**config.mk**
```make
export PLATFORM = sky130hd
export DESIGN_NAME = link_disconnect_handshake_unit
export DESIGN_NICKNAME = d
export VERILOG_FILES = /design/src/design/lhd_pkg.sv /design/src/design/link_disconnect_handshake_unit.sv /design/src/design/lhd_front.sv /design/src/design/lhd_queue.sv /design/src/design/lhd_back.sv
export SDC_FILE = /design/constraint.sdc
export NUM_CORES = 1
export LEC_CHECK = 0
export BUFFER_PORTS_ARGS = -buffer_cell sky130_fd_sc_hd__buf_2
export CAP_MARGIN = 20
export CORE_AREA = 2 2 142 144
export DETAILED_ROUTE_END_ITERATION = 6
export DIE_AREA = 0 0 144 146
export GPL_TIMING_DRIVEN = 1
export PLACE_DENSITY_LB_ADDON = 0.3
export SLEW_MARGIN = 40
export SYNTH_ARGS = -nofsm -noshare
export SYNTH_HDL_FRONTEND = slang
export SYNTH_SLANG_ARGS = --single-unit
```
**constraint.sdc**
```tcl
create_clock -name clk -period 9.25 [get_ports clk]
set_clock_uncertainty 0.05 [all_clocks]
set_input_delay 1.3875 -clock clk [delete_from_list [all_inputs] [get_ports clk]]
set_output_delay 1.3875 -clock clk [all_outputs]
set_load 0.05 [all_outputs]
```
**src/design/lhd_pkg.sv**
```systemverilog
// Shared types and constants for the link disconnect handshake unit.
package lhd_pkg;

  localparam int unsigned CFG_INDEX_W = 2;
  localparam int unsigned CFG_DATA_W  = 16;

  localparam logic [CFG_INDEX_W-1:0] CFG_LINK_ROLE     = 2'd0;
  localparam logic [CFG_INDEX_W-1:0] CFG_FRAME_ADDRESS = 2'd1;
  localparam logic [CFG_INDEX_W-1:0] CFG_TIMEOUT_TICKS = 2'd2;
  localparam logic [CFG_INDEX_W-1:0] CFG_MAX_ATTEMPTS  = 2'd3;

  localparam logic [7:0] FLAG_BYTE = 8'h7E;
  localparam logic [7:0] CTRL_DISC = 8'h0B;
  localparam logic [7:0] CTRL_UA   = 8'h07;

  localparam logic [7:0]  RST_FRAME_ADDRESS = 8'h03;
  localparam logic [15:0] RST_TIMEOUT_TICKS = 16'd3;
  localparam logic [3:0]  RST_MAX_ATTEMPTS  = 4'd3;
  localparam logic [3:0]  TIMEOUT_SAT       = 4'hF;

  // Slot numbers within one frame transfer sequence
  localparam logic [2:0] SLOT_FLAG   = 3'd0;
  localparam logic [2:0] SLOT_ADDR   = 3'd1;
  localparam logic [2:0] SLOT_CTRL   = 3'd2;
  localparam logic [2:0] SLOT_CHECK  = 3'd3;
  localparam logic [2:0] SLOT_FIFTH  = 3'd4;
  localparam logic [2:0] SLOT_STATUS = 3'd5;

  typedef enum logic [1:0] {
    OP_START = 2'd0,
    OP_BYTE  = 2'd1,
    OP_TICK  = 2'd2
  } op_t;

  typedef enum logic [1:0] {
    KIND_BYTE = 2'd0,
    KIND_OK   = 2'd1,
    KIND_FAIL = 2'd2
  } kind_t;

  typedef enum logic [1:0] {
    PH_IDLE     = 2'd0,
    PH_TX_WAIT  = 2'd1,
    PH_RX_DISC  = 2'd2,
    PH_RX_REPLY = 2'd3
  } phase_t;

  typedef struct packed {
    logic       has_frame;
    logic [7:0] ctrl;
    logic [7:0] addr;
    logic [7:0] fifth;
    logic       has_stat;
    kind_t      stat;
  } job_t;

endpackage

```
**src/design/link_disconnect_handshake_unit.sv**
```systemverilog
// Top level of the link disconnect handshake unit.
//
//  channel   handshake              payload
//  in        in_valid / in_ready    in_operation[1:0], in_rx_byte[7:0]
//  out       out_valid / out_ready  out_kind[1:0], out_tx_byte[7:0], out_last
//  cfg       cfg_we                 cfg_index[1:0], cfg_data[15:0]
//
// An input transfer is taken every cycle while the job queue has room; the front end
// updates the handshake state in that same cycle and queues at most one job.
// The result sequencer sends one result per cycle from its output register while
// out_ready is high; a job gives one to six results (six for a UA frame plus status).
// Reset is synchronous and active low; no clearing pass follows it.
// A stalled result channel fills the queue and then holds in_ready low.
module link_disconnect_handshake_unit #(
  parameter int unsigned QUEUE_DEPTH = 2
) (
  input  logic                            clk,
  input  logic                            rst_n,
  input  logic                            cfg_we,
  input  logic [lhd_pkg::CFG_INDEX_W-1:0] cfg_index,
  input  logic [lhd_pkg::CFG_DATA_W-1:0]  cfg_data,
  input  logic                            in_valid,
  output logic                            in_ready,
  input  logic [1:0]                      in_operation,
  input  logic [7:0]                      in_rx_byte,
  output logic                            out_valid,
  input  logic                            out_ready,
  output logic [1:0]                      out_kind,
  output logic [7:0]                      out_tx_byte,
  output logic                            out_last
);

  logic          q_full;
  logic          push;
  lhd_pkg::job_t push_job;
  logic          pop;
  logic          head_valid;
  lhd_pkg::job_t head_job;

  lhd_front u_front (
    .clk          (clk),
    .rst_n        (rst_n),
    .cfg_we       (cfg_we),
    .cfg_index    (cfg_index),
    .cfg_data     (cfg_data),
    .in_valid     (in_valid),
    .in_ready     (in_ready),
    .in_operation (in_operation),
    .in_rx_byte   (in_rx_byte),
    .q_full       (q_full),
    .push         (push),
    .job          (push_job)
  );

  lhd_queue #(
    .DEPTH (QUEUE_DEPTH)
  ) u_queue (
    .clk        (clk),
    .rst_n      (rst_n),
    .push       (push),
    .push_data  (push_job),
    .full       (q_full),
    .pop        (pop),
    .head_valid (head_valid),
    .head_data  (head_job)
  );

  lhd_back u_back (
    .clk         (clk),
    .rst_n       (rst_n),
    .head_valid  (head_valid),
    .head        (head_job),
    .pop         (pop),
    .out_valid   (out_valid),
    .out_ready   (out_ready),
    .out_kind    (out_kind),
    .out_tx_byte (out_tx_byte),
    .out_last    (out_last)
  );

endmodule

```
**src/design/lhd_front.sv**
```systemverilog
// Front end: configuration registers, input acceptance and handshake state machine.
module lhd_front (
  input  logic                                clk,
  input  logic                                rst_n,
  input  logic                                cfg_we,
  input  logic [lhd_pkg::CFG_INDEX_W-1:0]     cfg_index,
  input  logic [lhd_pkg::CFG_DATA_W-1:0]      cfg_data,
  input  logic                                in_valid,
  output logic                                in_ready,
  input  logic [1:0]                          in_operation,
  input  logic [7:0]                          in_rx_byte,
  input  logic                                q_full,
  output logic                                push,
  output lhd_pkg::job_t                       job
);

  logic            role_r, role_nxt;
  logic [7:0]      faddr_r, faddr_nxt;
  logic [15:0]     ticks_r, ticks_nxt;
  logic [3:0]      maxatt_r, maxatt_nxt;
  lhd_pkg::phase_t phase_r, phase_nxt;
  logic [2:0]      pos_r, pos_nxt;
  logic [15:0]     timer_r, timer_nxt;
  logic [3:0]      tcount_r, tcount_nxt;
  logic [7:0]      saddr_r, saddr_nxt;
  logic [7:0]      sctrl_r, sctrl_nxt;
  logic [7:0]      schk_r, schk_nxt;

  logic        accept;
  logic        is_start;
  logic        is_byte;
  logic        is_tick;
  logic        byte_live;
  logic        frame_done;
  logic        disc_ok;
  logic        timed;
  logic [15:0] timer_inc;
  logic        expire;
  logic [3:0]  tcount_inc;
  logic        give_up;

  assign in_ready   = !q_full;
  assign accept     = in_valid && in_ready;
  assign is_start   = accept && (in_operation == lhd_pkg::OP_START);
  assign is_byte    = accept && (in_operation == lhd_pkg::OP_BYTE);
  assign is_tick    = accept && (in_operation == lhd_pkg::OP_TICK);
  assign byte_live  = is_byte && (phase_r != lhd_pkg::PH_IDLE);
  assign frame_done = byte_live && (pos_r == lhd_pkg::SLOT_FIFTH);
  assign disc_ok    = (schk_r == (saddr_r ^ sctrl_r)) && (sctrl_r == lhd_pkg::CTRL_DISC);
  assign timed      = (phase_r == lhd_pkg::PH_TX_WAIT) || (phase_r == lhd_pkg::PH_RX_REPLY);
  assign timer_inc  = timer_r + 16'd1;
  assign expire     = is_tick && timed && !(timer_inc < ticks_r);
  assign tcount_inc = (tcount_r == lhd_pkg::TIMEOUT_SAT) ? tcount_r : tcount_r + 4'd1;
  assign give_up    = (tcount_inc >= maxatt_r);

  always_comb begin
    role_nxt   = role_r;
    faddr_nxt  = faddr_r;
    ticks_nxt  = ticks_r;
    maxatt_nxt = maxatt_r;
    phase_nxt  = phase_r;
    pos_nxt    = pos_r;
    timer_nxt  = timer_r;
    tcount_nxt = tcount_r;
    saddr_nxt  = saddr_r;
    sctrl_nxt  = sctrl_r;
    schk_nxt   = schk_r;
    if (cfg_we) begin
      unique case (cfg_index)
        lhd_pkg::CFG_LINK_ROLE:     role_nxt   = cfg_data[0];
        lhd_pkg::CFG_FRAME_ADDRESS: faddr_nxt  = cfg_data[7:0];
        lhd_pkg::CFG_TIMEOUT_TICKS: ticks_nxt  = cfg_data[15:0];
        lhd_pkg::CFG_MAX_ATTEMPTS:  maxatt_nxt = cfg_data[3:0];
        default: ;
      endcase
    end
    if (is_start) begin
      tcount_nxt = 4'd0;
      phase_nxt  = role_r ? lhd_pkg::PH_RX_DISC : lhd_pkg::PH_TX_WAIT;
      pos_nxt    = 3'd0;
      timer_nxt  = 16'd0;
    end else if (byte_live) begin
      if (pos_r == lhd_pkg::SLOT_FLAG) begin
        if (in_rx_byte == lhd_pkg::FLAG_BYTE) begin
          pos_nxt = lhd_pkg::SLOT_ADDR;
        end
      end else if (pos_r != lhd_pkg::SLOT_FIFTH) begin
        case (pos_r)
          lhd_pkg::SLOT_ADDR: saddr_nxt = in_rx_byte;
          lhd_pkg::SLOT_CTRL: sctrl_nxt = in_rx_byte;
          default:            schk_nxt  = in_rx_byte;
        endcase
        pos_nxt = pos_r + 3'd1;
      end else begin
        pos_nxt = 3'd0;
        unique case (phase_r)
          lhd_pkg::PH_TX_WAIT: begin
            if (disc_ok) begin
              phase_nxt = lhd_pkg::PH_IDLE;
              timer_nxt = 16'd0;
            end
          end
          lhd_pkg::PH_RX_DISC: begin
            if (disc_ok) begin
              phase_nxt = lhd_pkg::PH_RX_REPLY;
              timer_nxt = 16'd0;
            end
          end
          lhd_pkg::PH_RX_REPLY: begin
            phase_nxt = lhd_pkg::PH_IDLE;
            timer_nxt = 16'd0;
          end
          default: ;
        endcase
      end
    end else if (is_tick && timed) begin
      if (!expire) begin
        timer_nxt = timer_inc;
      end else begin
        tcount_nxt = tcount_inc;
        timer_nxt  = 16'd0;
        pos_nxt    = 3'd0;
        if (give_up) begin
          phase_nxt = lhd_pkg::PH_IDLE;
        end else if (phase_r == lhd_pkg::PH_RX_REPLY) begin
          phase_nxt = lhd_pkg::PH_RX_DISC;
        end
      end
    end
  end

  always_comb begin
    push          = 1'b0;
    job.has_frame = 1'b0;
    job.ctrl      = lhd_pkg::CTRL_DISC;
    job.addr      = faddr_r;
    job.fifth     = lhd_pkg::FLAG_BYTE;
    job.has_stat  = 1'b0;
    job.stat      = lhd_pkg::KIND_FAIL;
    if (is_start) begin
      if (!role_r) begin
        push          = 1'b1;
        job.has_frame = 1'b1;
      end
    end else if (frame_done) begin
      unique case (phase_r)
        lhd_pkg::PH_TX_WAIT: begin
          if (disc_ok) begin
            push          = 1'b1;
            job.has_frame = 1'b1;
            job.ctrl      = lhd_pkg::CTRL_UA;
            job.addr      = saddr_r;
            job.fifth     = in_rx_byte;
            job.has_stat  = 1'b1;
            job.stat      = lhd_pkg::KIND_OK;
          end
        end
        lhd_pkg::PH_RX_DISC: begin
          if (disc_ok) begin
            push          = 1'b1;
            job.has_frame = 1'b1;
            job.ctrl      = sctrl_r;
            job.addr      = saddr_r;
            job.fifth     = in_rx_byte;
          end
        end
        lhd_pkg::PH_RX_REPLY: begin
          push         = 1'b1;
          job.has_stat = 1'b1;
          job.stat     = (sctrl_r == lhd_pkg::CTRL_UA) ? lhd_pkg::KIND_OK : lhd_pkg::KIND_FAIL;
        end
        default: ;
      endcase
    end else if (expire) begin
      if (give_up) begin
        push         = 1'b1;
        job.has_stat = 1'b1;
      end else if (phase_r == lhd_pkg::PH_TX_WAIT) begin
        push          = 1'b1;
        job.has_frame = 1'b1;
      end
    end
  end

  always_ff @(posedge clk) begin
    if (!rst_n) begin
      role_r   <= 1'b0;
      faddr_r  <= lhd_pkg::RST_FRAME_ADDRESS;
      ticks_r  <= lhd_pkg::RST_TIMEOUT_TICKS;
      maxatt_r <= lhd_pkg::RST_MAX_ATTEMPTS;
      phase_r  <= lhd_pkg::PH_IDLE;
      pos_r    <= 3'd0;
      timer_r  <= 16'd0;
      tcount_r <= 4'd0;
    end else begin
      role_r   <= role_nxt;
      faddr_r  <= faddr_nxt;
      ticks_r  <= ticks_nxt;
      maxatt_r <= maxatt_nxt;
      phase_r  <= phase_nxt;
      pos_r    <= pos_nxt;
      timer_r  <= timer_nxt;
      tcount_r <= tcount_nxt;
    end
  end

  always_ff @(posedge clk) begin
    saddr_r <= saddr_nxt;
    sctrl_r <= sctrl_nxt;
    schk_r  <= schk_nxt;
  end

`ifndef SYNTHESIS
  a_idle_quiet: assert property (@(posedge clk) disable iff (!rst_n)
    (phase_r == lhd_pkg::PH_IDLE) |-> (pos_r == 3'd0) && (timer_r == 16'd0))
    else $error("idle phase with live frame position or timer");

  a_pos_range: assert property (@(posedge clk) disable iff (!rst_n)
    pos_r <= lhd_pkg::SLOT_FIFTH)
    else $error("frame position out of range");

  a_start_clears: assert property (@(posedge clk) disable iff (!rst_n)
    is_start |=> (tcount_r == 4'd0) && (phase_r != lhd_pkg::PH_IDLE))
    else $error("start did not clear timeout count or enter a wait");
`endif

endmodule

```
**src/design/lhd_queue.sv**
```systemverilog
// Job queue between the front end and the result sequencer.
module lhd_queue #(
  parameter int unsigned DEPTH = 2
) (
  input  logic          clk,
  input  logic          rst_n,
  input  logic          push,
  input  lhd_pkg::job_t push_data,
  output logic          full,
  input  logic          pop,
  output logic          head_valid,
  output lhd_pkg::job_t head_data
);

  localparam int unsigned PTR_W = $clog2(DEPTH);
  localparam int unsigned CNT_W = $clog2(DEPTH + 1);
  localparam logic [PTR_W-1:0] PTR_LAST = PTR_W'(DEPTH - 1);

  lhd_pkg::job_t    entry_r [DEPTH];
  logic [PTR_W-1:0] wr_ptr_r, wr_ptr_nxt;
  logic [PTR_W-1:0] rd_ptr_r, rd_ptr_nxt;
  logic [CNT_W-1:0] count_r, count_nxt;

  assign full       = (count_r == CNT_W'(DEPTH));
  assign head_valid = (count_r != '0);
  assign head_data  = entry_r[rd_ptr_r];

  always_comb begin
    wr_ptr_nxt = wr_ptr_r;
    rd_ptr_nxt = rd_ptr_r;
    count_nxt  = count_r;
    if (push) begin
      wr_ptr_nxt = (wr_ptr_r == PTR_LAST) ? '0 : wr_ptr_r + 1'b1;
    end
    if (pop) begin
      rd_ptr_nxt = (rd_ptr_r == PTR_LAST) ? '0 : rd_ptr_r + 1'b1;
    end
    if (push && !pop) begin
      count_nxt = count_r + 1'b1;
    end else if (pop && !push) begin
      count_nxt = count_r - 1'b1;
    end
  end

  always_ff @(posedge clk) begin
    if (!rst_n) begin
      wr_ptr_r <= '0;
      rd_ptr_r <= '0;
      count_r  <= '0;
    end else begin
      wr_ptr_r <= wr_ptr_nxt;
      rd_ptr_r <= rd_ptr_nxt;
      count_r  <= count_nxt;
    end
  end

  always_ff @(posedge clk) begin
    if (push) begin
      entry_r[wr_ptr_r] <= push_data;
    end
  end

`ifndef SYNTHESIS
  a_no_overrun: assert property (@(posedge clk) disable iff (!rst_n)
    (push && !pop) |-> !full)
    else $error("push into full queue");

  a_no_underrun: assert property (@(posedge clk) disable iff (!rst_n)
    pop |-> head_valid)
    else $error("pop from empty queue");
`endif

endmodule

```
**src/design/lhd_back.sv**
```systemverilog
// Result sequencer: expands queued jobs into transfers on the result channel.
module lhd_back (
  input  logic          clk,
  input  logic          rst_n,
  input  logic          head_valid,
  input  lhd_pkg::job_t head,
  output logic          pop,
  output logic          out_valid,
  input  logic          out_ready,
  output logic [1:0]    out_kind,
  output logic [7:0]    out_tx_byte,
  output logic          out_last
);

  logic       out_valid_r, out_valid_nxt;
  logic [1:0] out_kind_r, out_kind_nxt;
  logic [7:0] out_tx_byte_r, out_tx_byte_nxt;
  logic       out_last_r, out_last_nxt;
  logic [2:0] idx_r, idx_nxt;

  logic       load;
  logic [2:0] slot;
  logic       is_last;

  assign load    = head_valid && (!out_valid_r || out_ready);
  assign slot    = head.has_frame ? idx_r : lhd_pkg::SLOT_STATUS;
  assign is_last = (slot == lhd_pkg::SLOT_STATUS) ||
                   ((slot == lhd_pkg::SLOT_FIFTH) && !head.has_stat);
  assign pop     = load && is_last;

  always_comb begin
    out_kind_nxt    = lhd_pkg::KIND_BYTE;
    out_tx_byte_nxt = 8'd0;
    case (slot)
      lhd_pkg::SLOT_FLAG:  out_tx_byte_nxt = lhd_pkg::FLAG_BYTE;
      lhd_pkg::SLOT_ADDR:  out_tx_byte_nxt = head.addr;
      lhd_pkg::SLOT_CTRL:  out_tx_byte_nxt = head.ctrl;
      lhd_pkg::SLOT_CHECK: out_tx_byte_nxt = head.addr ^ head.ctrl;
      lhd_pkg::SLOT_FIFTH: out_tx_byte_nxt = head.fifth;
      default:             out_kind_nxt    = head.stat;
    endcase
    out_last_nxt = is_last;
  end

  always_comb begin
    out_valid_nxt = out_valid_r;
    idx_nxt       = idx_r;
    if (load) begin
      out_valid_nxt = 1'b1;
      idx_nxt       = is_last ? 3'd0 : slot + 3'd1;
    end else if (out_ready) begin
      out_valid_nxt = 1'b0;
    end
  end

  always_ff @(posedge clk) begin
    if (!rst_n) begin
      out_valid_r <= 1'b0;
      idx_r       <= 3'd0;
    end else begin
      out_valid_r <= out_valid_nxt;
      idx_r       <= idx_nxt;
    end
  end

  always_ff @(posedge clk) begin
    if (load) begin
      out_kind_r    <= out_kind_nxt;
      out_tx_byte_r <= out_tx_byte_nxt;
      out_last_r    <= out_last_nxt;
    end
  end

  assign out_valid   = out_valid_r;
  assign out_kind    = out_kind_r;
  assign out_tx_byte = out_tx_byte_r;
  assign out_last    = out_last_r;

`ifndef SYNTHESIS
  a_pop_marks_last: assert property (@(posedge clk) disable iff (!rst_n)
    pop |=> out_valid_r && out_last_r)
    else $error("job retired without a final transfer");
`endif

endmodule
```
==> key figures <==
Worst setup path
  – Crit start category: flop
  – Reg2Reg Setup Slack: 4660 ps
  – Crit. End Element: flop
  – CP Depth: 14
  – Crit-path slowest cell: or4_1
  – Family with the most delay on the worst path: compound AO/OA/AOI/OAI gates
  – Crit-path cells: ha_1 -> and3_1 -> nand3_1 -> or4_1 -> xnor2_1 -> ha_1 -> a21o_1 -> a221o_1 -> o31a_1 -> a211oi_2 -> inv_1 -> ha_1 -> or3_1 -> a21boi_0
  – Worst Path Max Fanout: 14
  – Worst reg2reg path depth: 14
  – Most common cell on crit path: ha_1
  – Worst Path Required: 9550 ps
  – WP buf/inv: 1
  – Critical path class: reg2reg
  – Max incr delay on CP: 570 ps
  – Worst r2r src: u_front.timer_r[0]
  – Arr. time, crit path: 4890 ps
  – RR Endpoint: u_queue.count_r[1]

Layout
  – Layout cells sized above 1: 13.8%
  – Layout Area Growth over Synthesis: 14.5%
  – Fill cells: 1818
  – N_diodes: 0
  – Fin area: 8780 sq um
  – Fin nets: 833

Clock network
  – Clk_lat worst skew: 430 ps
  – CTS tree: done
  – Max Buffers Root-to-Sink: 2
  – Number of post-CTS setup repair buffers: 0
  – Num CTS Buffers: 17
  – Hold Buf Count CTS: 0
  – Post-CTS sizing: 0
  – CTS H-tree depth: 4
  – CTS root buffer: clkbuf_16
  – CTS sink cnt: 154
  – Reg clk slew, reported paths: 70 ps

Synthesis
  – Mapped Cells: 716
  – Top cells by count, synth: nand2_1 (93), edfxtp_1 (91), dfxtp_1 (63)
  – Synth Flop Type: edfxtp_1
  – Leading post-synthesis cells by cell area: edfxtp_1 (36%), dfxtp_1 (16%), ha_1 (5.7%), nand2_1 (4.6%), mux2i_1 (3.9%)
  – Synth warn: 0
  – Seq/Total Area, Yosys: 52.1%
  – Post-Synthesis Cell Area: 7660 sq um
  – Yosys reg bits: 154
  – Post-synth top area share: 35.7%
  – Syn avg cell area: 10.7 sq um
  – Netlist cell types: 62
  – Async set-or-reset flop fraction in the synthesized netlist: 0%
  – Number of flops mapped to enable cells by yosys: 91
  – Area leader, netlist: edfxtp_1
  – Most frequent cell after synthesis: nand2_1

Detailed routing
  – Via Count: 5260
  – Starting DRT DRC Count: 260
  – Antenna-violating nets left: 0
  – DR pass1 iterations: 5
  – DRC Markers: 0
  – Total Routed Length: 16.2 mm
  – Routed WL per cell: 15.5 um
  – Vias per cell: 5.04

STA
  – Relative slew margins: 49.4%
  – F_max: 218 MHz
  – Final setup viols: 0
  – RSZ-0062 raised after global routing: no
  – Hold Vio Cnt, Final: 0
  – Hold Slack: 415 ps
  – Actual slew at the worst max-slew pin: 759 ps
  – Setup TNS: 0 ps
  – Count of pins over their slew limit: 0
  – Final Cycle Share: 49.6%
  – Minimum clock period: 4590 ps

Worst hold path
  – Worst min-delay path class: reg2reg
  – Hold Crit Start: u_front.ticks_r[5]
  – Hold Crit Depth: 2
  – Hold Crit Endpoint: u_front.ticks_r[5]

Place
  – Placed instance area: 8200 sq um
  – Placer Congestion: 0.791
  – Post-DP HPWL: 11.7 mm
  – Port bufs: 45

GRT
  – Vias in the first global route: 5254
  – Congestion Overflow GR: 0
  – Antenna violations before repair: 1
  – First-pass GRT wire length: 26.5 mm
  – Largest net degree at the start of global routing: 42
  – Overall Global Routing Usage: 16.2%

Power
  – Leakage Power: 3.28 nW
  – PD cells: 219 nW/um^2
  – Max IR drop VDD: 0.144 mV

Floorplanning
  – Ports: 46
  – Die ar.: 21000 sq um
  – Core Region: 19300 sq um
  – Die Y: 146 um
  – Cell Rows: 51
  – Initial Util: 39.6%
  – Die span in x: 144 um

Run
  – Max-cap violations: 0

Run status
  – Outcome: finished clean
==> worst max-delay path by stage <==
stage / start / end / slack, ps
after floorplan: u_front.timer_r[0] / u_queue.entry_r[1][0] / 4730
after global routing: u_front.timer_r[2] / u_queue.count_r[1] / 4330
final: u_front.timer_r[0] / u_queue.count_r[1] / 4660
after CTS: u_front.timer_r[0] / u_queue.count_r[1] / 4650
after global placement: u_front.timer_r[0] / u_queue.count_r[1] / 4710
after detailed placement: u_front.timer_r[0] / u_queue.count_r[1] / 4680
==> power by group <==
group | total (mW) | internal, mW | switching [mW]
logic | 0.429 | 0.139 | 0.290
registers | 0.810 | 0.791 | 0.0190
clock network | 0.684 | 0.380 | 0.304
==> layer usage <==
| metal | wire length (um) | up-vias | GRT usage [%] |
|---|---|---|---|
| met2 | 8050 | 110 | 27.7 |
| met4 | 276 | 2 | 5.29 |
| met5 | 15 | - | 0 |
| met3 | 565 | 20 | 3.46 |
| li1 | - | 2657 | - |
| met1 | 7280 | 2471 | 20.4 |
==> kinds of logic (layout without fill, tap and decap cells) <==
family	after synthesis	count (layout)	share of synthesized area [%]
xor gates and xnor gates	35	35	4.93
muxes	39	39	5.24
adders and majority gates	35	35	5.71
DFF	154	154	52.1
AOI/OAI and AO/OA	124	124	11.2
and+or+nand+nor	267	267	17.7
buffers and inverters	61	116	3.09
other	1	8	0.0489
==> stage by stage <==
| stage | setup slack [ps] | util (%) | instances | total power, mW |
|---|---|---|---|---|
| floorplan | 4730 | - | 723 | 1.15 |
| global placement | 4710 | 42.3 | 1011 | 1.26 |
| detailed placement | 4680 | 42.4 | 1011 | 1.26 |
| CTS | 4650 | 45.4 | 1043 | 1.94 |
| global route | 4330 | 45.4 | 1043 | 2.01 |
| finish | 4660 | 45.4 | 1043 | 1.92 |
==> state kept, by name, summed over array words and instances, names as in the netlist, named ones only <==
signal and cells:
u_front.timer_r 16, u_back.out_kind 2, u_queue.rd_ptr_r 1, u_back.out_tx_byte 8, u_front.role_r 1, u_front.sctrl_r 8, u_front.phase_r 2, u_back.out_valid 1
u_front.faddr_r 8, u_front.schk_r 8, u_front.ticks_r 16, u_queue.wr_ptr_r 1, u_back.idx_r 3, u_back.out_last 1, u_front.pos_r 3, u_front.maxatt_r 4
u_queue.count_r 2, u_front.tcount_r 4, u_front.saddr_r 8, u_queue.entry_r 56
==> layout by cell type (no fill, tap or decap), types with 4 or more instances in the layout <==
cell type,Yosys,layout
nand2_1,93,93
edfxtp_1,91,91
dfxtp_1,63,63
nor2_1,53,51
buf_2,6,45
ha_1,35,35
inv_1,33,33
mux2i_1,30,30
a21oi_1,27,27
nand2b_1,23,23
a21boi_0,21,21
nand3_1,19,19
o21ai_0,17,17
xor2_1,17,17
clkbuf_16,0,17
xnor2_1,13,13
nor2b_1,12,10
a21o_1,9,9
and2_1,9,9
mux2_2,9,9
o21ai_1,9,9
and3_1,8,8
nor3_1,8,8
a41oi_1,8,8
conb_1,1,8
nand4_1,6,6
a32o_1,6,6
o211ai_1,5,5
nand4b_1,5,5
a22o_1,5,5
inv_6,0,5
buf_4,0,5
or3_1,4,4
==> worst reg2reg max path, cell delays in order (launching register included) <==
cell	delay [ps]
dfxtp_1	410
ha_1	260
and3_1	200
nand3_1	190
or4_1	570
xnor2_1	210
ha_1	280
a21o_1	160
a221o_1	330
o31a_1	470
a211oi_2	440
inv_1	110
ha_1	350
or3_1	350
a21boi_0	150
==> layout make-up <==
cell class	count	area, sq um	area share (%)
flip-flops and latches	154	3990	45.5
multi-input cells	508	3480	39.7
clock buffers	17	425	4.85
well taps	265	332	3.78
repair buffers	50	263	2.99
clock inverters	15	153	1.74
inverters	34	128	1.45
No activity file was read; power rests on OpenSTA's default activity.
